===== config.mk =====
export PLATFORM = sky130hd
export DESIGN_NAME = lzssinv_queue
export DESIGN_NICKNAME = d
export VERILOG_FILES = /design/src/hdl/lzssinv_pkg.sv /design/src/hdl/lzssinv_queue.sv
export SDC_FILE = /design/constraint.sdc
export NUM_CORES = 1
export LEC_CHECK = 0
export BUFFER_PORTS_ARGS = -buffer_cell sky130_fd_sc_hd__buf_2
export CAP_MARGIN = 20
export CORE_ASPECT_RATIO = 0.5
export CORE_MARGIN = 5
export CORE_UTILIZATION = 45
export CTS_CLUSTER_DIAMETER = 120
export CTS_CLUSTER_SIZE = 14
export DETAILED_ROUTE_END_ITERATION = 8
export SETUP_SLACK_MARGIN = 0.1
export SLEW_MARGIN = 10
export SYNTH_ARGS = -nofsm -noshare
export SYNTH_HDL_FRONTEND = slang
export SYNTH_SLANG_ARGS = --single-unit

===== constraint.sdc =====
create_clock -name clk -period 2.65 [get_ports clk]
set_input_delay 0.1325 -clock clk [delete_from_list [all_inputs] [get_ports clk]]
set_output_delay 0.1325 -clock clk [all_outputs]
set_load 0.05 [all_outputs]

===== src/hdl/lzssinv_pkg.sv =====
`timescale 1ns / 1ps
// Shared types and constants for the inverted-byte LZSS decompressor.
// No dependencies; imported by every module of the block.
package lzssinv_pkg;

    localparam int RING_DEPTH_DEF  = 4096;
    localparam int QUEUE_DEPTH_DEF = 4;
    localparam int LEN_W           = 24;
    localparam int OFS_W           = 12;
    localparam int CPY_W           = 5;
    localparam int MIN_COPY        = 3;
    localparam int MAX_COPY        = 18;

    typedef struct packed {
        logic [7:0] in_byte;
        logic       in_final;
    } in_item_t;

    typedef struct packed {
        logic [7:0] out_byte;
        logic       out_last;
        logic       out_error;
    } out_item_t;

    typedef enum logic [1:0] {
        CMD_LIT  = 2'd0,
        CMD_COPY = 2'd1,
        CMD_END  = 2'd2
    } cmd_kind_t;

    // One decoded token handed from the parser to the copy engine.
    typedef struct packed {
        cmd_kind_t        kind;
        logic             fin;
        logic [7:0]       lit;
        logic [OFS_W-1:0] offset;
        logic [CPY_W-1:0] len;
    } cmd_t;

endpackage


===== src/hdl/lzssinv_queue.sv =====
`timescale 1ns / 1ps
// Small command FIFO between parser and copy engine.
// Depends on lzssinv_pkg (cmd_t).
module lzssinv_queue #(
    parameter int DEPTH = lzssinv_pkg::QUEUE_DEPTH_DEF
) (
    input  logic              clk,
    input  logic              rst_n,
    input  logic              push,
    input  lzssinv_pkg::cmd_t push_data,
    output logic              full,
    input  logic              pop,
    output logic              valid,
    output lzssinv_pkg::cmd_t head
);
    import lzssinv_pkg::*;

    localparam int PW = (DEPTH > 1) ? $clog2(DEPTH) : 1;
    localparam int CW = $clog2(DEPTH + 1);

    cmd_t          slots_reg [DEPTH];
    logic [PW-1:0] wr_ptr_reg, wr_ptr_next;
    logic [PW-1:0] rd_ptr_reg, rd_ptr_next;
    logic [CW-1:0] count_reg, count_next;
    logic          do_push;
    logic          do_pop;

    assign full    = (count_reg == CW'(DEPTH));
    assign valid   = (count_reg != CW'(0));
    assign head    = slots_reg[rd_ptr_reg];
    assign do_push = push && !full;
    assign do_pop  = pop && valid;

    always_comb
    begin
        wr_ptr_next = wr_ptr_reg;
        rd_ptr_next = rd_ptr_reg;
        count_next  = count_reg;
        if (do_push)
        begin
            wr_ptr_next = (wr_ptr_reg == PW'(DEPTH - 1)) ? PW'(0) : wr_ptr_reg + PW'(1);
        end
        if (do_pop)
        begin
            rd_ptr_next = (rd_ptr_reg == PW'(DEPTH - 1)) ? PW'(0) : rd_ptr_reg + PW'(1);
        end
        if (do_push && !do_pop)
        begin
            count_next = count_reg + CW'(1);
        end
        else if (do_pop && !do_push)
        begin
            count_next = count_reg - CW'(1);
        end
    end

    always_ff @(posedge clk)
    begin
        if (do_push)
        begin
            slots_reg[wr_ptr_reg] <= push_data;
        end
    end

    always_ff @(posedge clk or negedge rst_n)
    begin
        if (!rst_n)
        begin
            wr_ptr_reg <= '0;
            rd_ptr_reg <= '0;
            count_reg  <= '0;
        end
        else
        begin
            wr_ptr_reg <= wr_ptr_next;
            rd_ptr_reg <= rd_ptr_next;
            count_reg  <= count_next;
        end
    end

endmodule


==> results.toml <==
[timing]
tns_ns = 0
max_freq_mhz = 441
slew_headroom_pct = 69.8
fin_crit_ns = 2.27
hold_violations = 0
fin_skew_ns = 0.00737
setup_viol = 0
setup_ws_ns = 0.384
hold_ws_ns = 0.0952
rsz0062_at_grt = "false"
worst_pin_slew_ns = 0.452
maxSlewViolCount = 0
period_share_pct = 85.5

[logic_synthesis]
synth_top_family_by_area = "multiplexers"
ys_ff_latch = 119
ys_warn_count = 0
yosys_most_used_dff = "edfxtp_1"
synth.avg_cell_area_sq_um = 24.5
synth_edf_count = 112
synthSimpleGateAreaFrac_pct = 1.95
synth_fp_nets = 222
synth.area.mux_share_pct = 15.5
syn_area_sq_um = 4490
synth_seq_area_share_pct = 78.9
synth_xor_area_share_pct = 0.586
async_flop_share_pct = 5.88
synthAdderAreaFrac_pct = 2.12
netlist_instances = 183
synth_compound_area_share_pct = 0
ys_types = 20

[global_routing]
grt.total_usage_pct = 13.9
grt_pass1_wl_mm = 12.1
grt_overflow = 0
grt_max_degree = 29
antenna_found_initial = 0
grt_pass1_vias = 2369

[power]
powerDensity_nw_per_um2 = 1260
p_leak_nw = 2.08
vdd_drop_max_uv = 780
p_total_mw = 7.33

[floorplanning]
fp-row-count = 25
die_y_microns = 80.6
start_util_pct = 46.9
die_area_sq_um = 12200
core-area_sq_um = 9570
die_w_microns = 151
io-pin-count = 62

[clocking]
cts_setup_buffers = 0
clk_pin_slew_worst_paths_ns = 0.05
ctsRootBufferMaster = "clkbuf_16"
htreeDepth = 4
cts_inserted_buffers = 17
clkLatencyLatePin_ns = 0.40
cts_tree = "yes"
cts_resized = 0
cts_sinks = 119
clockBufferDepth = 2

[cells_and_area]
largest_reg_flops = 112
seq_area_sq_um = 3540
multi_input_area_sq_um = 911
fillers = 727
diodes = 0
syn_to_final_growth_pct = 29.4
drive_gt1_share_pct = 42.2
nNetsFinal = 333

[critical_path]
cp.buffers_inverters = 2
cp_max_fo = 14
slowest_delay_ns = 0.64
critPathLaunch = "rd_ptr_reg[0]$_DFFE_PN0P_"
crit_chain = "buf_4 > mux4_2 > buf_2"
ff2ff_path_depth = 8
crit_arrival_ns = 2.13
reg2reg_slack_ns = 0.51
worstPathRequired_ns = 2.52
rr_startpoint = "count_reg[0]$_DFFE_PN0P_"
cp.depth = 3
slowest_stage = "dfrtp_2"
critical_path.top_delay_family = "flip-flops"
cp-start-kind = "register"
worstReg2RegEnd = "count_reg[2]$_DFFE_PN0P_"
criticalPathCategory = "register to primary output"
setup.worst_path.end = "head[7]"
cp-end-kind = "primary output"

[place]
portBuffers = 61
dpl.hpwl_mm = 4.56
dp_slack_ns = 0.522
place_congestion = 0.722

[detailed_routing]
drc = 0
routed_wl_mm = 7.39
vias = 2116
postRouteAntennaNets = 0
firstDrtPassIters = 4
via_per_inst = 4.83
routedWlPerCell_microns = 16.9
drtIter0Drc = 96

[hold_path]
hp-class = "input pin to async pin"

[run_status]
status = "complete, no violations"

[job]
drv_cap = 0
layout by cell type (no fill, tap or decap):
cell           netlist  routed
nor2_4               0       1
nor2_1               4       3
buf_4                2       6
buf_2                3      61
mux2_2               3       3
dfrtp_2              0       1
and2_1               3       3
mux2_4               2       2
dfrtp_1              7       6
or3_4                1       1
nor2b_2              1       1
clkbuf_16            0      17
buf_12               0       2
nand2_4              1       1
xor2_1               2       2
clkinv_1             0       7
clkbuf_1             1       1
nand2_1              1       1
clkinv_2             0       2
fa_1                 1       1
xnor2_1              1       1
bufinv_16            0       1
dlygate4sd3_1        0      29
nor3b_4              1       1
edfxtp_1           112     112
inv_1                3       3
ha_1                 6       6
mux4_2              28      28
metrics by stage:
step	instance area (sq um)	utilization (%)	std cells
6_report	5810	60.7	438
5_1_grt	5810	60.7	438
4_1_cts	5810	60.7	438
3_5_place_dp	5020	52.5	381
3_3_place_gp	5020	52.5	381
2_1_floorplan	4490	-	183
what timing repair did:
item,in CTS,in global routing
endpoints found under the setup margin,0,0
hold buffers,29,0
hold endpoints to repair,119,0
where the power goes:
part	internal (mW)	leakage (nW)	switching (mW)
clock	1.23	0.244	0.690
sequential	2.50	1.11	0.176
combinational	0.928	0.727	1.80
total	4.66	2.08	2.67
synthesized netlist by cell type (2+ instances only):
cell / instances / area share [%]
edfxtp_1: 112 / 75
mux4_2: 28 / 14
dfrtp_1: 7 / 3.9
ha_1: 6 / 1.7
nor2_1: 4 / 0.33
and2_1: 3 / 0.42
buf_2: 3 / 0.33
inv_1: 3 / 0.25
mux2_2: 3 / 0.75
buf_4: 2 / 0.33
mux2_4: 2 / 0.67
xor2_1: 2 / 0.39
final cells by class:
type                    instances  share of cell area [%]
well taps                     135                    2.91
repair buffers                 98                    11.7
multi-input cells              55                    15.7
inverters                       3                   0.194
clock buffers                  18                    7.39
clock inverters                10                    1.14
flip-flops and latches        119                    61.0
worst min-delay path by stage:
stage	start	to	slack [ns]	cells past startpoint
4_1_cts	pop	rd_ptr_reg[0]$_DFFE_PN0P_	0.08	3
5_1_grt	pop	rd_ptr_reg[1]$_DFFE_PN0P_	0.08	3
2_1_floorplan	rst_n	count_reg[0]$_DFFE_PN0P_	-0.16	0
3_3_place_gp	rst_n	count_reg[2]$_DFFE_PN0P_	-0.02	1
6_report	rst_n	count_reg[1]$_DFFE_PN0P_	0.1	2
3_5_place_dp	rst_n	count_reg[1]$_DFFE_PN0P_	-0.02	1
worst register-to-register path: stages, from the launching register on:
cell and delay, ns:
dfrtp_1 0.45, or3_4 0.44, nand2_4 0.10, ha_1 0.18
inv_1 0.07, fa_1 0.37, xor2_1 0.17, nor2_1 0.11
xor2_1 0.17
cell families after synthesis:
| family | Yosys count |
|---|---|
| xor+xnor | 3 |
| fa+ha+maj | 7 |
| buf+inv | 9 |
| flops | 119 |
| mux | 33 |
| simple gates | 12 |
routing by layer:
layer	track usage, %	wire, microns
met4	6.51	93
met1	17.3	3150
met2	21.7	3780
met5	0	0
met3	5.30	360
(Power assumes the default switching activity.)
