`config.mk`:
```
export PLATFORM = sky130hd
export DESIGN_NAME = lzssinv_front
export DESIGN_NICKNAME = d
export VERILOG_FILES = /design/src/hdl/lzssinv_pkg.sv /design/src/hdl/lzssinv_front.sv
export SDC_FILE = /design/constraint.sdc
export NUM_CORES = 1
export LEC_CHECK = 0
export ABC_CLOCK_PERIOD_IN_PS = 2700
export BUFFER_PORTS_ARGS = -buffer_cell sky130_fd_sc_hd__buf_2
export CAP_MARGIN = 20
export CORE_ASPECT_RATIO = 0.8
export CORE_UTILIZATION = 50
export DETAILED_ROUTE_END_ITERATION = 8
export GPL_ROUTABILITY_DRIVEN = 1
export GPL_TIMING_DRIVEN = 0
export MAX_ROUTING_LAYER = met4
export PLACE_DENSITY = 0.77
export SYNTH_ARGS = -nofsm -noshare
export SYNTH_HDL_FRONTEND = slang
export SYNTH_SLANG_ARGS = --single-unit
```
`constraint.sdc`:
```
create_clock -name clk -period 2.7 [get_ports clk]
set_clock_uncertainty 0.1 [all_clocks]
set_input_delay 0.135 -clock clk [delete_from_list [all_inputs] [get_ports clk]]
set_output_delay 0.135 -clock clk [all_outputs]
set_load 0.005 [all_outputs]
```
`src/hdl/lzssinv_pkg.sv`:
```
`timescale 1ns / 1ps
// Shared types and constants for the inverted-byte LZSS decompressor.
// No dependencies; imported by every module of the block.
package lzssinv_pkg;

    localparam int RING_DEPTH_DEF  = 4096;
    localparam int QUEUE_DEPTH_DEF = 4;
    localparam int LEN_W           = 24;
    localparam int OFS_W           = 12;
    localparam int CPY_W           = 5;
    localparam int MIN_COPY        = 3;
    localparam int MAX_COPY        = 18;

    typedef struct packed {
        logic [7:0] in_byte;
        logic       in_final;
    } in_item_t;

    typedef struct packed {
        logic [7:0] out_byte;
        logic       out_last;
        logic       out_error;
    } out_item_t;

    typedef enum logic [1:0] {
        CMD_LIT  = 2'd0,
        CMD_COPY = 2'd1,
        CMD_END  = 2'd2
    } cmd_kind_t;

    // One decoded token handed from the parser to the copy engine.
    typedef struct packed {
        cmd_kind_t        kind;
        logic             fin;
        logic [7:0]       lit;
        logic [OFS_W-1:0] offset;
        logic [CPY_W-1:0] len;
    } cmd_t;

endpackage

```
`src/hdl/lzssinv_front.sv`:
```
`timescale 1ns / 1ps
// Token parser: un-inverts input bytes, tracks flag bits and pair halves,
// and pushes literal / copy / end-of-stream commands. Depends on lzssinv_pkg.
module lzssinv_front (
    input  logic                  clk,
    input  logic                  rst_n,
    input  logic                  in_valid,
    output logic                  in_stall,
    input  lzssinv_pkg::in_item_t in_data,
    input  logic                  clearing,
    input  logic                  q_full,
    output logic                  q_push,
    output lzssinv_pkg::cmd_t     q_cmd
);
    import lzssinv_pkg::*;

    typedef enum logic [2:0] {
        PH_FLAG  = 3'b001,
        PH_TOKEN = 3'b010,
        PH_HIGH  = 3'b100
    } phase_t;

    phase_t     phase_reg, phase_next;
    logic [7:0] flags_reg, flags_next;
    logic [3:0] left_reg, left_next;
    logic [7:0] low_reg, low_next;
    logic       accept;
    logic       end_tok;
    logic [7:0] b;

    assign in_stall = clearing || q_full;
    assign accept   = in_valid && !in_stall;
    assign b        = ~in_data.in_byte;

    always_comb
    begin
        phase_next   = phase_reg;
        flags_next   = flags_reg;
        left_next    = left_reg;
        low_next     = low_reg;
        end_tok      = 1'b0;
        q_push       = 1'b0;
        q_cmd.kind   = CMD_END;
        q_cmd.fin    = in_data.in_final;
        q_cmd.lit    = b;
        q_cmd.offset = {b, low_reg[7:4]};
        q_cmd.len    = CPY_W'(low_reg[3:0]) + CPY_W'(MIN_COPY);
        if (accept)
        begin
            unique case (phase_reg)
                PH_FLAG:
                begin
                    flags_next = b;
                    left_next  = 4'd8;
                    phase_next = PH_TOKEN;
                    q_push     = in_data.in_final;
                end
                PH_TOKEN:
                begin
                    if (flags_reg[7])
                    begin
                        q_push     = 1'b1;
                        q_cmd.kind = CMD_LIT;
                        end_tok    = 1'b1;
                    end
                    else
                    begin
                        low_next   = b;
                        phase_next = PH_HIGH;
                        q_push     = in_data.in_final;
                    end
                end
                PH_HIGH:
                begin
                    q_push     = 1'b1;
                    q_cmd.kind = CMD_COPY;
                    end_tok    = 1'b1;
                end
                default:
                begin
                    phase_next = PH_FLAG;
                end
            endcase
            if (end_tok)
            begin
                flags_next = {flags_reg[6:0], 1'b0};
                left_next  = (left_reg != 4'd0) ? left_reg - 4'd1 : 4'd0;
                phase_next = (left_next != 4'd0) ? PH_TOKEN : PH_FLAG;
            end
            if (in_data.in_final)
            begin
                phase_next = PH_FLAG;
                flags_next = 8'd0;
                left_next  = 4'd0;
                low_next   = 8'd0;
            end
        end
    end

    always_ff @(posedge clk or negedge rst_n)
    begin
        if (!rst_n)
        begin
            phase_reg <= PH_FLAG;
            flags_reg <= 8'd0;
            left_reg  <= 4'd0;
            low_reg   <= 8'd0;
        end
        else
        begin
            phase_reg <= phase_next;
            flags_reg <= flags_next;
            left_reg  <= left_next;
            low_reg   <= low_next;
        end
    end

endmodule

```
==> impl_table.tex, run 1 <==
\begin{tabular}{lr}
\hline
Metric & Value \\
\hline
\multicolumn{2}{l}{\textbf{Finish}} \\
\quad ANT cells & 0 \\
\quad Nets@finish & 247 \\
\quad Fraction of layout instances using a drive strength above 1 & 0.3333 \\
\quad Sequential cell area in the final layout & 576.8 um2 \\
\quad Synthesis-to-finish area growth & 23.18\% \\
\quad Area of the multi-input gates & 768.2 um2 \\
\quad Filler Cell Count & 266 \\
\quad Core utilization of the finished layout & 0.6694 \\
\multicolumn{2}{l}{\textbf{Clock tree}} \\
\quad H-tree depth reported by CTS & 1 \\
\quad Clk Latency, worst-skew pair & 0.27 ns \\
\quad TritonCTS sink count & 23 \\
\quad Post-CTS setup buffers & 0 \\
\quad Buffers from clock root to sink, at most & 2 \\
\quad Clock root cell & sky130\_fd\_sc\_hd\_\_clkbuf\_8 \\
\quad CTS tree & yes \\
\quad Number of clock buffers inserted by TritonCTS & 3 \\
\quad Clock transition at the registers of the reported paths & 0.08 ns \\
\multicolumn{2}{l}{\textbf{Synth}} \\
\quad Share of async-settable or async-resettable flops after synthesis & 1.000 \\
\quad Portion of synthesized cell area occupied by the leading cell type & 0.3554 \\
\quad Part of the Yosys area used for sequential elements & 0.3724 \\
\quad Distinct cell type count of the synthesized netlist & 42 \\
\quad Most frequent cells after synthesis & 22 x sky130\_fd\_sc\_hd\_\_dfrtp\_1, 18 x sky130\_fd\_sc\_hd\_\_nand2\_1, 15 x sky130\_fd\_sc\_hd\_\_o21ai\_0 \\
\quad Number of nets in the synthesized netlist & 194 \\
\quad Avg Cell Area, Syn & 8.654 um2 \\
\quad Leading post-synthesis cells by cell area & sky130\_fd\_sc\_hd\_\_dfrtp\_1 36\%, sky130\_fd\_sc\_hd\_\_buf\_4 6.3\%, sky130\_fd\_sc\_hd\_\_o21ai\_0 4.8\% \\
\quad Total of warnings raised by yosys & 0 \\
\quad Count of state elements after synthesis & 23 \\
\quad Number of synthesized flops with an enable pin & 0 \\
\quad Post-synthesis instance total & 179 \\
\quad Top flip-flop cell by instance count after synthesis & sky130\_fd\_sc\_hd\_\_dfrtp\_1 \\
\quad Most frequently used cell type in the post-synthesis netlist & sky130\_fd\_sc\_hd\_\_dfrtp\_1 \\
\quad Largest area contributor in the netlist & sky130\_fd\_sc\_hd\_\_dfrtp\_1 \\
\quad Post-synthesis instance area & 1549 um2 \\
\multicolumn{2}{l}{\textbf{Worst setup path}} \\
\quad Crit path DAT & 2.03 ns \\
\quad Startpoint type of the worst setup path & flop \\
\quad Maximum net fanout on the critical path & 10 \\
\quad Kind of end point of the critical path & output port \\
\quad Required time at the worst-slack endpoint & 2.47 ns \\
\quad WS Path Type & flop to output port \\
\multicolumn{2}{l}{\textbf{Power and ir drop}} \\
\quad Worst IR drop on VDD & 0.4995 mV \\
\quad Lkg Pwr & 0.0009445 uW \\
\quad Pwr Density & 802.0 nW/um2 \\
\multicolumn{2}{l}{\textbf{Route}} \\
\quad Number of DRC markers after the initial detailed-route iteration & 89 \\
\quad Ratio of routed vias to standard cells & 5.595 \\
\quad Post-detailed-routing wire length & 3840 um \\
\quad DR vias & 1505 \\
\quad Antenna-violating nets left & 0 \\
\quad \# DRC & 0 \\
\quad First-pass iteration count of the detailed router & 4 \\
\quad Routed len/inst & 14.28 um \\
\multicolumn{2}{l}{\textbf{Floorplan}} \\
\quad Die outline area & 3326 um2 \\
\quad Number of rows created at floorplan & 17 \\
\quad Initial core utilization & 0.5435 \\
\quad Die Width & 64.23 um \\
\quad Ports placed on the boundary & 44 \\
\quad Placeable core region & 2850 um2 \\
\quad Height of the die & 51.79 um \\
\multicolumn{2}{l}{\textbf{STA}} \\
\quad Peak clock frequency supported by timing & 441.9 MHz \\
\quad Setup repair after global routing missed its margin & no \\
\quad Number of pins with negative max-slew slack in the final report & 0 \\
\quad Crit share post-route & 0.8382 \\
\quad Actual transition at the worst max-transition pin & 0.8404 ns \\
\quad Hold violation total from the final report & 0 \\
\quad Shortest period the worst path allows & 2.263 ns \\
\quad Slew HR & 0.4385 \\
\quad Final Setup Violations & 0 \\
\quad TNS Setup & 0 ns \\
\multicolumn{2}{l}{\textbf{GRT}} \\
\quad Total GRT Usage & 0.2575 \\
\quad Initial antenna violation count & 0 \\
\quad Global-route wire length before repair & 6237 um \\
\quad Sum of overflow across all layers after global routing & 0 \\
\quad Largest net degree at the start of global routing & 24 \\
\quad Vias in the first global route & 1361 \\
\multicolumn{2}{l}{\textbf{Outcome}} \\
\quad Status & finished, final reports clean \\
\multicolumn{2}{l}{\textbf{Placed design}} \\
\quad Number of I/O port buffers & 43 \\
\quad Placer Congestion & 0.9136 \\
\quad Post-detailed-placement half-perimeter wirelength & 2803 um \\
\multicolumn{2}{l}{\textbf{Min path}} \\
\quad Hold crit path type & input pin to flop \\
\multicolumn{2}{l}{\textbf{Flow run}} \\
\quad Maxcap violations & 0 \\
\hline
\end{tabular}
==> power breakdown <==
group | switching, uW | leakage [uW] | internal, uW
Combinational | 393 | 0.000614 | 351
Sequential | 106 | 0.000305 | 466
Clock | 112 | 0.0000255 | 103
Total | 611 | 0.000945 | 919
==> area by class of cell <==
| type | instances | area share |
|---|---|---|
| Clock buffer | 3 | 0.02164 |
| Buffer | 24 | 0.08328 |
| Sequential cell | 23 | 0.3023 |
| Inverter | 12 | 0.02361 |
| Multi-Input combinational cell | 120 | 0.4026 |
| Clock inverter | 1 | 0.002623 |
| Timing Repair Buffer | 48 | 0.1390 |
| Tap cell | 38 | 0.02492 |
==> layer usage <==
layer | up-vias | part of all wire | GRT usage
li1 | 728 | - | -
met1 | 702 | 0.44 | 0.3199
met2 | 68 | 0.48 | 0.4238
met3 | 7 | 0.073 | 0.04386
met4 | 0 | 0.015 | 0.1037
met5 | - | 0 | -
==> cell usage in the layout (no fill, tap or decap), types with 2 or more instances in the layout <==
cell type and instances:
sky130_fd_sc_hd__buf_2 47, sky130_fd_sc_hd__dfrtp_1 22, sky130_fd_sc_hd__nand2_1 18, sky130_fd_sc_hd__o21ai_0 15, sky130_fd_sc_hd__buf_4 13, sky130_fd_sc_hd__inv_1 12
sky130_fd_sc_hd__nor2_1 10, sky130_fd_sc_hd__a21oi_1 8, sky130_fd_sc_hd__a22o_1 7, sky130_fd_sc_hd__or2_2 5, sky130_fd_sc_hd__clkbuf_1 5, sky130_fd_sc_hd__dlygate4sd3_1 5
sky130_fd_sc_hd__nand2b_1 4, sky130_fd_sc_hd__nor3_1 4, sky130_fd_sc_hd__o211ai_1 4, sky130_fd_sc_hd__nand3b_1 4, sky130_fd_sc_hd__a221oi_1 4, sky130_fd_sc_hd__o2bb2ai_1 4
sky130_fd_sc_hd__xnor2_1 3, sky130_fd_sc_hd__nor3b_1 3, sky130_fd_sc_hd__nor4_1 3, sky130_fd_sc_hd__a31oi_1 3, sky130_fd_sc_hd__and3b_1 3, sky130_fd_sc_hd__clkbuf_8 3
sky130_fd_sc_hd__buf_6 2
==> through the flow <==
step | instance area (um2) | hold slack (ns) | worst slack [ns] | total power (uW) | instances
finish | 1908 | 0.0005447 | 0.4369 | 1530 | 269
global route | 1908 | 0.01273 | 0.3448 | 1644 | 269
CTS | 1908 | 0.004810 | 0.4409 | 1530 | 269
detailed placement | 1812 | 0.04553 | 0.7560 | 1304 | 260
global placement | 1812 | 0.03568 | 0.7796 | 1277 | 260
floorplan | 1549 | -0.2606 | 0.9838 | 1090 | 179
==> critical path, cell delays in order, from the launching register on <==
cell and delay, ns:
sky130_fd_sc_hd__dfstp_2 0.57, sky130_fd_sc_hd__buf_2 0.21, sky130_fd_sc_hd__clkbuf_1 0.38, sky130_fd_sc_hd__xnor2_1 0.18, sky130_fd_sc_hd__nor2_1 0.06, sky130_fd_sc_hd__o221a_2 0.24, sky130_fd_sc_hd__buf_2 0.12
==> repair_timing <==
action,CTS,global route
endpoints found under the setup margin,0,0
hold buffers,5,0
endpoints found under the hold margin,26,0
resized for setup,0,0
==> logic make-up (layout without fill, tap and decap cells) <==
| group | Yosys count | in the layout | synth area share |
|---|---|---|---|
| and+or+nand+nor | 60 | 60 | 0.2149 |
| DFF | 23 | 23 | 0.3724 |
| AOI/OAI and AO/OA | 53 | 53 | 0.2334 |
| buffers and inverters | 36 | 88 | 0.1317 |
| muxes | 2 | 2 | 0.01696 |
| xor gates and xnor gates | 4 | 4 | 0.02262 |
| adders and majority gates | 1 | 1 | 0.008076 |
==> worst paths after layout <==
path,slack (ns),from,end,cells after the start
setup / recovery,0.44,phase_reg[0]$_DFFE_PN1P_,q_push,6
hold / removal,0.0005,in_data[1],low_reg[0]$_DFFE_PN0P_,2
setup reg to reg,0.75,phase_reg[0]$_DFFE_PN1P_,flags_reg[7]$_DFFE_PN0P_,6
hold reg to reg,0.39,low_reg[5]$_DFFE_PN0P_,low_reg[5]$_DFFE_PN0P_,2
max in group asynchronous,1.87,rst_n,phase_reg[0]$_DFFE_PN1P_,2
min in group asynchronous,0.27,rst_n,low_reg[5]$_DFFE_PN0P_,2
No activity file was read; power rests on OpenSTA's default activity.
==> run 2, diff against run 1 <==
--- a/config.mk
+++ b/config.mk
@@ -5,7 +5,7 @@
 export SDC_FILE = /design/constraint.sdc
 export NUM_CORES = 1
 export LEC_CHECK = 0
-export ABC_CLOCK_PERIOD_IN_PS = 2700
+export ABC_CLOCK_PERIOD_IN_PS = 2200
 export BUFFER_PORTS_ARGS = -buffer_cell sky130_fd_sc_hd__buf_2
 export CAP_MARGIN = 20
 export CORE_ASPECT_RATIO = 0.8
==> constraint.sdc (replaced) <==
create_clock -name clk -period 2.2 [get_ports clk]
set_clock_uncertainty 0.1 [all_clocks]
set_input_delay 0.11 -clock clk [delete_from_list [all_inputs] [get_ports clk]]
set_output_delay 0.11 -clock clk [all_outputs]
set_load 0.005 [all_outputs]
==> impl_table.tex, run 2 (same netlist as run 1, synthesis figures left out) <==
\begin{tabular}{lr}
\hline
Metric & Value \\
\hline
\multicolumn{2}{l}{\textbf{Floorplan}} \\
\quad Height of the die & 51.79 um (unchanged) \\
\quad Ports placed on the boundary & 44 (unchanged) \\
\quad Initial core utilization & 0.5435 (unchanged) \\
\quad Number of rows created at floorplan & 17 (unchanged) \\
\quad Die outline area & 3326 um2 (unchanged) \\
\quad Placeable core region & 2850 um2 (unchanged) \\
\quad Die Width & 64.23 um (unchanged) \\
\multicolumn{2}{l}{\textbf{Placed design}} \\
\quad Cell area after placement & 1812 um2 (unchanged) \\
\quad Placer Congestion & 0.9136 (unchanged) \\
\quad Number of I/O port buffers & 43 (unchanged) \\
\quad Post-detailed-placement half-perimeter wirelength & 2803 um (unchanged) \\
\multicolumn{2}{l}{\textbf{Power and ir drop}} \\
\quad Comb pwr share & 0.486 (about the same) \\
\quad Total internal power & 1130 uW (+23\%) \\
\quad Lkg Pwr & 0.0009601 uW (+1.6\%) \\
\quad Worst IR drop on VDD & 0.6255 mV (+25\%) \\
\quad Pwr Density & 967.5 nW/um2 (+21\%) \\
\quad Power Total & 1881 uW (+23\%) \\
\quad Clk pwr share & 0.142 (+0.002) \\
\quad Net switching share of the total power & 0.3994 (about the same) \\
\quad Sequential share of power & 0.372 (-0.002) \\
\quad Net switching power of the design & 751.2 uW (+23\%) \\
\multicolumn{2}{l}{\textbf{Worst setup path}} \\
\quad Crit path DAT & 1.87 ns (-0.16 ns) \\
\quad Required time at the worst-slack endpoint & 1.99 ns (-0.48 ns) \\
\quad Worst R2R Setup Slack & 0.25 ns (-0.50 ns) \\
\quad R2r startpoint & phase\_reg[0]\$\_DFFE\_PN1P\_ \\
\quad Maximum net fanout on the critical path & 10 (unchanged) \\
\quad Worst r2r dst & low\_reg[2]\$\_DFFE\_PN0P\_ \\
\quad Reg2reg path depth & 5 (-1) \\
\quad Most numerous cell on the critical path & sky130\_fd\_sc\_hd\_\_buf\_2 \\
\quad Standard cell with the maximum stage delay on the critical path & sky130\_fd\_sc\_hd\_\_dfrtp\_1 \\
\quad WS Path Type & flop to output port \\
\quad Delay of the slowest critical-path stage & 0.45 ns (-0.12 ns) \\
\quad Kind of end point of the critical path & output port \\
\quad Startpoint type of the worst setup path & flop \\
\quad CP cell instances & clkbuf\_1 -> buf\_2 -> nor2\_1 -> o221a\_2 -> buf\_2 \\
\multicolumn{2}{l}{\textbf{GRT}} \\
\quad Initial antenna violation count & 0 (unchanged) \\
\quad Global-route wire length before repair & 6327 um (+1.4\%) \\
\quad Largest net degree at the start of global routing & 24 (unchanged) \\
\quad Sum of overflow across all layers after global routing & 0 (unchanged) \\
\quad Vias in the first global route & 1379 (+1.3\%) \\
\quad Total GRT Usage & 0.2624 (+0.004970) \\
\multicolumn{2}{l}{\textbf{Finish}} \\
\quad Final cell area excluding filler cells & 1944 um2 (+1.9\%) \\
\quad Nets@finish & 250 (+1.2\%) \\
\quad Most common library cell in the layout ignoring fill and taps & sky130\_fd\_sc\_hd\_\_buf\_2 \\
\quad Synthesis-to-finish area growth & 25.52\% \\
\quad ANT cells & 0 (unchanged) \\
\quad Fraction of layout instances using a drive strength above 1 & 0.3291 (-0.004274) \\
\quad Top library cells by usage in the layout, fill and taps aside & 47 x sky130\_fd\_sc\_hd\_\_buf\_2, 22 x sky130\_fd\_sc\_hd\_\_dfrtp\_1, 18 x sky130\_fd\_sc\_hd\_\_nand2\_1, 15 x sky130\_fd\_sc\_hd\_\_o21ai\_0, 13 x sky130\_fd\_sc\_hd\_\_buf\_4 \\
\multicolumn{2}{l}{\textbf{Clock tree}} \\
\quad Clock transition at the registers of the reported paths & 0.08 ns (about the same) \\
\quad TritonCTS sink count & 23 (unchanged) \\
\quad Number of clock buffers inserted by TritonCTS & 3 (unchanged) \\
\quad Number of gates resized after cts & 0 (unchanged) \\
\quad CTS tree & yes \\
\quad Clock root cell & sky130\_fd\_sc\_hd\_\_clkbuf\_8 \\
\quad H-tree depth reported by CTS & 1 (unchanged) \\
\quad Post-CTS setup buffers & 0 (unchanged) \\
\quad Buffers from clock root to sink, at most & 2 (unchanged) \\
\quad Clk Latency, worst-skew pair & 0.27 ns (about the same) \\
\multicolumn{2}{l}{\textbf{STA}} \\
\quad Setup repair after global routing missed its margin & no \\
\quad Worst hold slack & 0.1233 ns (+0.1227 ns) \\
\quad Peak clock frequency supported by timing & 480.6 MHz \\
\quad Crit share post-route & 0.9458 \\
\quad Final Setup Violations & 0 (unchanged) \\
\quad Actual transition at the worst max-transition pin & 0.8334 ns (-0.006984 ns) \\
\quad Number of pins with negative max-slew slack in the final report & 0 (unchanged) \\
\quad Shortest period the worst path allows & 2.081 ns \\
\quad Slew HR & 0.4432 (+0.004666) \\
\quad Hold violation total from the final report & 0 (unchanged) \\
\quad TNS Setup & 0 ns (unchanged) \\
\multicolumn{2}{l}{\textbf{Route}} \\
\quad First-pass iteration count of the detailed router & 4 (unchanged) \\
\quad Antenna-violating nets left & 0 (unchanged) \\
\quad DR vias & 1529 (+1.6\%) \\
\quad Ratio of routed vias to standard cells & 5.621 (+0.47\%) \\
\quad Number of DRC markers after the initial detailed-route iteration & 109 (+22\%) \\
\quad Post-detailed-routing wire length & 3911 um (+1.8\%) \\
\quad \# DRC & 0 (unchanged) \\
\quad Routed len/inst & 14.38 um (+0.73\%) \\
\multicolumn{2}{l}{\textbf{Flow run}} \\
\quad Maxcap violations & 0 (unchanged) \\
\multicolumn{2}{l}{\textbf{Min path}} \\
\quad Cell depth of the worst hold path & 4 (+2) \\
\quad Endpoint with the worst hold slack & phase\_reg[0]\$\_DFFE\_PN1P\_ \\
\quad Hold crit path type & input pin to flop \\
\quad Worst min-delay path startpoint & clearing \\
\multicolumn{2}{l}{\textbf{Outcome}} \\
\quad Status & finished, final reports clean \\
\hline
\end{tabular}
-- run 2: area by class of cell --
type                       count  area [um2]
sequential                    23       576.8
fill                         262       905.9
buffer                        23       155.1
inverter                      12       45.04
multi-input combinational    120       768.2
clock inverter                 1       5.005
clock buffer                   3       41.29
timing repair buffer          52       305.3
tap                           38       47.55
-- run 2: worst max-delay path by stage --
| stage | from | to | slack, ns | cells after the start |
|---|---|---|---|---|
| 6_report | phase_reg[2]$_DFFE_PN0P_ | q_push | 0.12 | 5 |
| 5_1_grt | phase_reg[1]$_DFFE_PN0P_ | q_push | 0.03 | 6 |
| 3_5_place_dp | phase_reg[0]$_DFFE_PN1P_ | flags_reg[7]$_DFFE_PN0P_ | 0.27 | 6 |
| 4_1_cts | phase_reg[2]$_DFFE_PN0P_ | q_push | 0.14 | 5 |
| 3_3_place_gp | phase_reg[0]$_DFFE_PN1P_ | q_push | 0.30 | 6 |
| 2_1_floorplan | phase_reg[1]$_DFFE_PN0P_ | left_reg[1]$_DFFE_PN0P_ | 0.48 | 7 |
-- run 2: timing repair --
| action | 4_1_cts | 5_1_grt |
|---|---|---|
| hold buffers | 9 | 0 |
| setup endpoints to repair | 1 | 0 |
| hold endpoints to repair | 30 | 0 |
-- run 2: routing by layer --
layer | part of all wire | GRT usage
met5 | 0 | -
met4 | 0.021 | 0.1148
met3 | 0.068 | 0.04167
met2 | 0.48 | 0.4397
met1 | 0.43 | 0.3186
-- run 2: critical path, delay by kind of cell (launching register included) --
family	cells	cell delay, ns
AO/OA/AOI/OAI	1	0.24
buffers and inverters	3	0.83
flip-flops	1	0.45
AND/OR/NAND/NOR	1	0.07
-- run 2: power groups by stage --
| stage | combinational [uW] | sequential [uW] | clock [uW] |
|---|---|---|---|
| 6_report | 914 | 700 | 267 |
| 4_1_cts | 908 | 695 | 272 |
| 3_3_place_gp | 874 | 694 | 0 |
| 3_5_place_dp | 899 | 702 | 0 |
| 5_1_grt | 1010 | 722 | 285 |
| 2_1_floorplan | 668 | 670 | 0 |
-- run 2: metrics by stage --
step           std cells    util  setup WS (ns)
2_1_floorplan        179       -         0.4838
3_3_place_gp         260  0.6356         0.3046
3_5_place_dp         260  0.6356         0.2730
4_1_cts              272  0.6822         0.1415
5_1_grt              272  0.6822        0.03148
6_report             272  0.6822         0.1193
==> run 3, diff against run 2 <==
--- a/config.mk
+++ b/config.mk
@@ -5,6 +5,7 @@
 export SDC_FILE = /design/constraint.sdc
 export NUM_CORES = 1
 export LEC_CHECK = 0
+export ABC_AREA = 1
 export ABC_CLOCK_PERIOD_IN_PS = 2200
 export BUFFER_PORTS_ARGS = -buffer_cell sky130_fd_sc_hd__buf_2
 export CAP_MARGIN = 20
@@ -14,7 +15,7 @@
 export GPL_ROUTABILITY_DRIVEN = 1
 export GPL_TIMING_DRIVEN = 0
 export MAX_ROUTING_LAYER = met4
-export PLACE_DENSITY = 0.77
+export PLACE_DENSITY = 0.79
 export SYNTH_ARGS = -nofsm -noshare
 export SYNTH_HDL_FRONTEND = slang
 export SYNTH_SLANG_ARGS = --single-unit
==> impl_table.tex, run 3 <==
\begin{tabular}{lr}
\hline
Metric & Value \\
\hline
\multicolumn{2}{l}{\textbf{Outcome}} \\
\quad Status & finished, final reports clean \\
\multicolumn{2}{l}{\textbf{Finish}} \\
\quad Most common library cell in the layout ignoring fill and taps & sky130\_fd\_sc\_hd\_\_buf\_2 \\
\quad Top library cells by usage in the layout, fill and taps aside & 43 x sky130\_fd\_sc\_hd\_\_buf\_2, 32 x sky130\_fd\_sc\_hd\_\_inv\_1, 29 x sky130\_fd\_sc\_hd\_\_nand2\_1, 22 x sky130\_fd\_sc\_hd\_\_dfrtp\_1 \\
\quad Area of the multi-input gates & 561.8 um2 (-27\%) \\
\quad Fraction of layout instances using a drive strength above 1 & 0.3609 (+0.03181) \\
\quad Synthesis-to-finish area growth & 27.26\% \\
\quad Filler Cell Count & 222 (-15\%) \\
\quad ANT cells & 0 (unchanged) \\
\quad Nets@finish & 246 (-1.6\%) \\
\quad Sequential cell area in the final layout & 576.8 um2 (unchanged) \\
\multicolumn{2}{l}{\textbf{Placed design}} \\
\quad Number of I/O port buffers & 43 (unchanged) \\
\quad Post-detailed-placement half-perimeter wirelength & 2458 um (-12\%) \\
\quad Placer Congestion & 0.8655 (-5.3\%) \\
\multicolumn{2}{l}{\textbf{Power and ir drop}} \\
\quad Sequential share of power & 0.500 (+0.128) \\
\quad Net switching share of the total power & 0.3433 (-0.05603) \\
\quad Pwr Density & 599.0 nW/um2 (-38\%) \\
\quad Total internal power & 693.9 uW (-39\%) \\
\quad Lkg Pwr & 0.0009508 uW (-0.97\%) \\
\quad Clk pwr share & 0.191 (+0.049) \\
\quad Comb pwr share & 0.309 (-0.177) \\
\quad Power Total & 1057 uW (-44\%) \\
\quad Net switching power of the design & 362.8 uW (-52\%) \\
\quad Worst IR drop on VDD & 0.5543 mV (-11\%) \\
\multicolumn{2}{l}{\textbf{Worst setup path}} \\
\quad Reg2reg path depth & 9 (+4) \\
\quad Startpoint type of the worst setup path & flop \\
\quad R2r startpoint & phase\_reg[0]\$\_DFFE\_PN1P\_ \\
\quad Worst R2R Setup Slack & 0.69 ns (+0.44 ns) \\
\quad Crit path DAT & 1.70 ns (-0.17 ns) \\
\quad Kind of end point of the critical path & output port \\
\quad WS Path Type & flop to output port \\
\quad Worst r2r dst & left\_reg[0]\$\_DFFE\_PN0P\_ \\
\quad Required time at the worst-slack endpoint & 1.99 ns (about the same) \\
\quad Maximum net fanout on the critical path & 10 (unchanged) \\
\multicolumn{2}{l}{\textbf{Clock tree}} \\
\quad Clk Latency, worst-skew pair & 0.33 ns (+0.06 ns) \\
\quad Clock transition at the registers of the reported paths & 0.13 ns (+0.05 ns) \\
\quad Number of gates resized after cts & 0 (unchanged) \\
\quad TritonCTS sink count & 23 (unchanged) \\
\quad Number of clock buffers inserted by TritonCTS & 3 (unchanged) \\
\quad Post-CTS setup buffers & 0 (unchanged) \\
\quad Buffers from clock root to sink, at most & 2 (unchanged) \\
\quad H-tree depth reported by CTS & 1 (unchanged) \\
\quad CTS tree & yes \\
\quad Clock root cell & sky130\_fd\_sc\_hd\_\_clkbuf\_4 \\
\quad Number of hold-repair buffers added at the cts stage & 9 (unchanged) \\
\multicolumn{2}{l}{\textbf{Synth}} \\
\quad Leading post-synthesis cells by cell area & sky130\_fd\_sc\_hd\_\_dfrtp\_1 40\%, sky130\_fd\_sc\_hd\_\_inv\_1 8.7\%, sky130\_fd\_sc\_hd\_\_nand2\_1 7.9\% \\
\quad Number of nets in the synthesized netlist & 189 (-2.6\%) \\
\quad Share of async-settable or async-resettable flops after synthesis & 1.000 (unchanged) \\
\quad Portion of synthesized cell area occupied by the leading cell type & 0.3971 (+0.04170) \\
\quad Most frequent cells after synthesis & 32 x sky130\_fd\_sc\_hd\_\_inv\_1, 29 x sky130\_fd\_sc\_hd\_\_nand2\_1, 22 x sky130\_fd\_sc\_hd\_\_dfrtp\_1 \\
\quad Count of state elements after synthesis & 23 (unchanged) \\
\quad Avg Cell Area, Syn & 7.967 um2 (-7.9\%) \\
\quad Post-synthesis instance total & 174 (-2.8\%) \\
\quad Distinct cell type count of the synthesized netlist & 26 (-38\%) \\
\quad Number of synthesized flops with an enable pin & 0 (unchanged) \\
\quad Most frequently used cell type in the post-synthesis netlist & sky130\_fd\_sc\_hd\_\_inv\_1 \\
\quad Largest area contributor in the netlist & sky130\_fd\_sc\_hd\_\_dfrtp\_1 \\
\quad Top flip-flop cell by instance count after synthesis & sky130\_fd\_sc\_hd\_\_dfrtp\_1 \\
\quad Post-synthesis instance area & 1386 um2 (-11\%) \\
\quad Total of warnings raised by yosys & 0 (unchanged) \\
\quad Part of the Yosys area used for sequential elements & 0.4161 (+0.04369) \\
\multicolumn{2}{l}{\textbf{STA}} \\
\quad Hold violation total from the final report & 0 (unchanged) \\
\quad Final Setup Violations & 0 (unchanged) \\
\quad TNS Setup & 0 ns (unchanged) \\
\quad Number of pins with negative max-slew slack in the final report & 0 (unchanged) \\
\quad Shortest period the worst path allows & 1.913 ns (-0.1680 ns) \\
\quad Setup repair after global routing missed its margin & no \\
\quad Peak clock frequency supported by timing & 522.8 MHz (+8.8\%) \\
\quad Slew HR & 0.6531 (+0.2099) \\
\quad Actual transition at the worst max-transition pin & 0.5204 ns (-0.3131 ns) \\
\quad Crit share post-route & 0.8694 (-0.07635) \\
\multicolumn{2}{l}{\textbf{Route}} \\
\quad DR vias & 1303 (-15\%) \\
\quad Post-detailed-routing wire length & 3228 um (-17\%) \\
\quad Antenna-violating nets left & 0 (unchanged) \\
\quad Number of DRC markers after the initial detailed-route iteration & 35 (-68\%) \\
\quad First-pass iteration count of the detailed router & 4 (unchanged) \\
\quad Routed len/inst & 12.14 um (-16\%) \\
\quad Ratio of routed vias to standard cells & 4.898 (-13\%) \\
\quad \# DRC & 0 (unchanged) \\
\multicolumn{2}{l}{\textbf{Floorplan}} \\
\quad Height of the die & 49.10 um (-5.2\%) \\
\quad Placeable core region & 2542 um2 (-11\%) \\
\quad Die Width & 60.87 um (-5.2\%) \\
\quad Ports placed on the boundary & 44 (unchanged) \\
\quad Die outline area & 2988 um2 (-10\%) \\
\quad Number of rows created at floorplan & 16 (-1) \\
\quad Initial core utilization & 0.5453 (+0.001817) \\
\multicolumn{2}{l}{\textbf{GRT}} \\
\quad Initial antenna violation count & 0 (unchanged) \\
\quad Global-route wire length before repair & 5326 um (-16\%) \\
\quad Largest net degree at the start of global routing & 24 (unchanged) \\
\quad Total GRT Usage & 0.2527 (-0.009734) \\
\quad Vias in the first global route & 1258 (-8.8\%) \\
\quad Sum of overflow across all layers after global routing & 0 (unchanged) \\
\multicolumn{2}{l}{\textbf{Min path}} \\
\quad Hold crit path type & input pin to flop \\
\quad Worst min-delay path startpoint & in\_valid \\
\quad Cell depth of the worst hold path & 3 (-1) \\
\quad Endpoint with the worst hold slack & phase\_reg[0]\$\_DFFE\_PN1P\_ \\
\multicolumn{2}{l}{\textbf{Flow run}} \\
\quad Maxcap violations & 0 (unchanged) \\
\hline
\end{tabular}
[run 3: cell types whose count changed after synthesis, sizes merged, moves of 5 or more]
cell / previous run / this run
nand3: 0 / 16
a22o: 7 / 0
inv: 12 / 35
nand2: 18 / 35
or2: 6 / 0
o21ai: 17 / 25
clkbuf: 5 / 0
[run 3: how the worst max path moves through the flow]
stage                                  start  slack, ns  cells after the start                       end
CTS                 phase_reg[0]$_DFFE_PN1P_       0.29                      7                    q_push
global route        phase_reg[0]$_DFFE_PN1P_       0.19                      7                    q_push
detailed placement  phase_reg[0]$_DFFE_PN1P_       0.66                      7                    q_push
global placement    phase_reg[0]$_DFFE_PN1P_       0.68                      7                    q_push
floorplan           phase_reg[0]$_DFFE_PN1P_       0.84                      9  flags_reg[7]$_DFFE_PN0P_
finish              phase_reg[0]$_DFFE_PN1P_       0.29                      7                    q_push
[run 3: power groups by stage]
stage	clock network [uW]	logic [uW]	registers [uW]
CTS	206	327	529
global route	225	368	535
finish	202	326	528
detailed placement	0	312	537
floorplan	0	214	528
global placement	0	299	533
[run 3: cells by family after synthesis]
kind of cell,count (synthesis),synth area share
simple gates,63,0.2274
buf+inv,50,0.1787
compound gates,34,0.1498
flops,23,0.4161
xor+xnor,3,0.01896
fa+ha+maj,1,0.009024
[run 3: area by class of cell]
cell class              instances  share of cell area
repair buffers                 52              0.1730
flip-flops and latches         23              0.3270
well taps                      36             0.02553
clock buffers                   3             0.01277
clock inverters                 1            0.002837
multi-input cells             101              0.3184
plain buffers                  15             0.06596
inverters                      35             0.07447
[run 3: critical path, stage by stage, from the launching register on]
cell and delay, ns:
sky130_fd_sc_hd__dfstp_2 0.56, sky130_fd_sc_hd__inv_1 0.10, sky130_fd_sc_hd__nand4_4 0.12, sky130_fd_sc_hd__nand2_1 0.08, sky130_fd_sc_hd__buf_4 0.18, sky130_fd_sc_hd__o211ai_1 0.15
sky130_fd_sc_hd__inv_1 0.06, sky130_fd_sc_hd__buf_2 0.12
[run 3: per-stage QoR]
step	hold WS [ns]	instance area, um2	setup WS [ns]	cells	utilization
2_1_floorplan	-0.2856	1386	0.8355	174	-
4_1_cts	0.005625	1764	0.2885	266	0.6939
3_5_place_dp	0.007270	1647	0.6596	253	0.6476
6_report	0.007152	1764	0.2873	266	0.6939
3_3_place_gp	0.003506	1647	0.6824	253	0.6476
5_1_grt	0.01409	1764	0.1884	266	0.6939
[run 3: layer usage]
metal	vias to the layer above	global-route usage	part of all wire
met5	-	-	0
met4	0	0.09848	0.014
met3	7	0.06631	0.055
met2	44	0.4249	0.50
met1	598	0.2820	0.43
li1	654	-	-
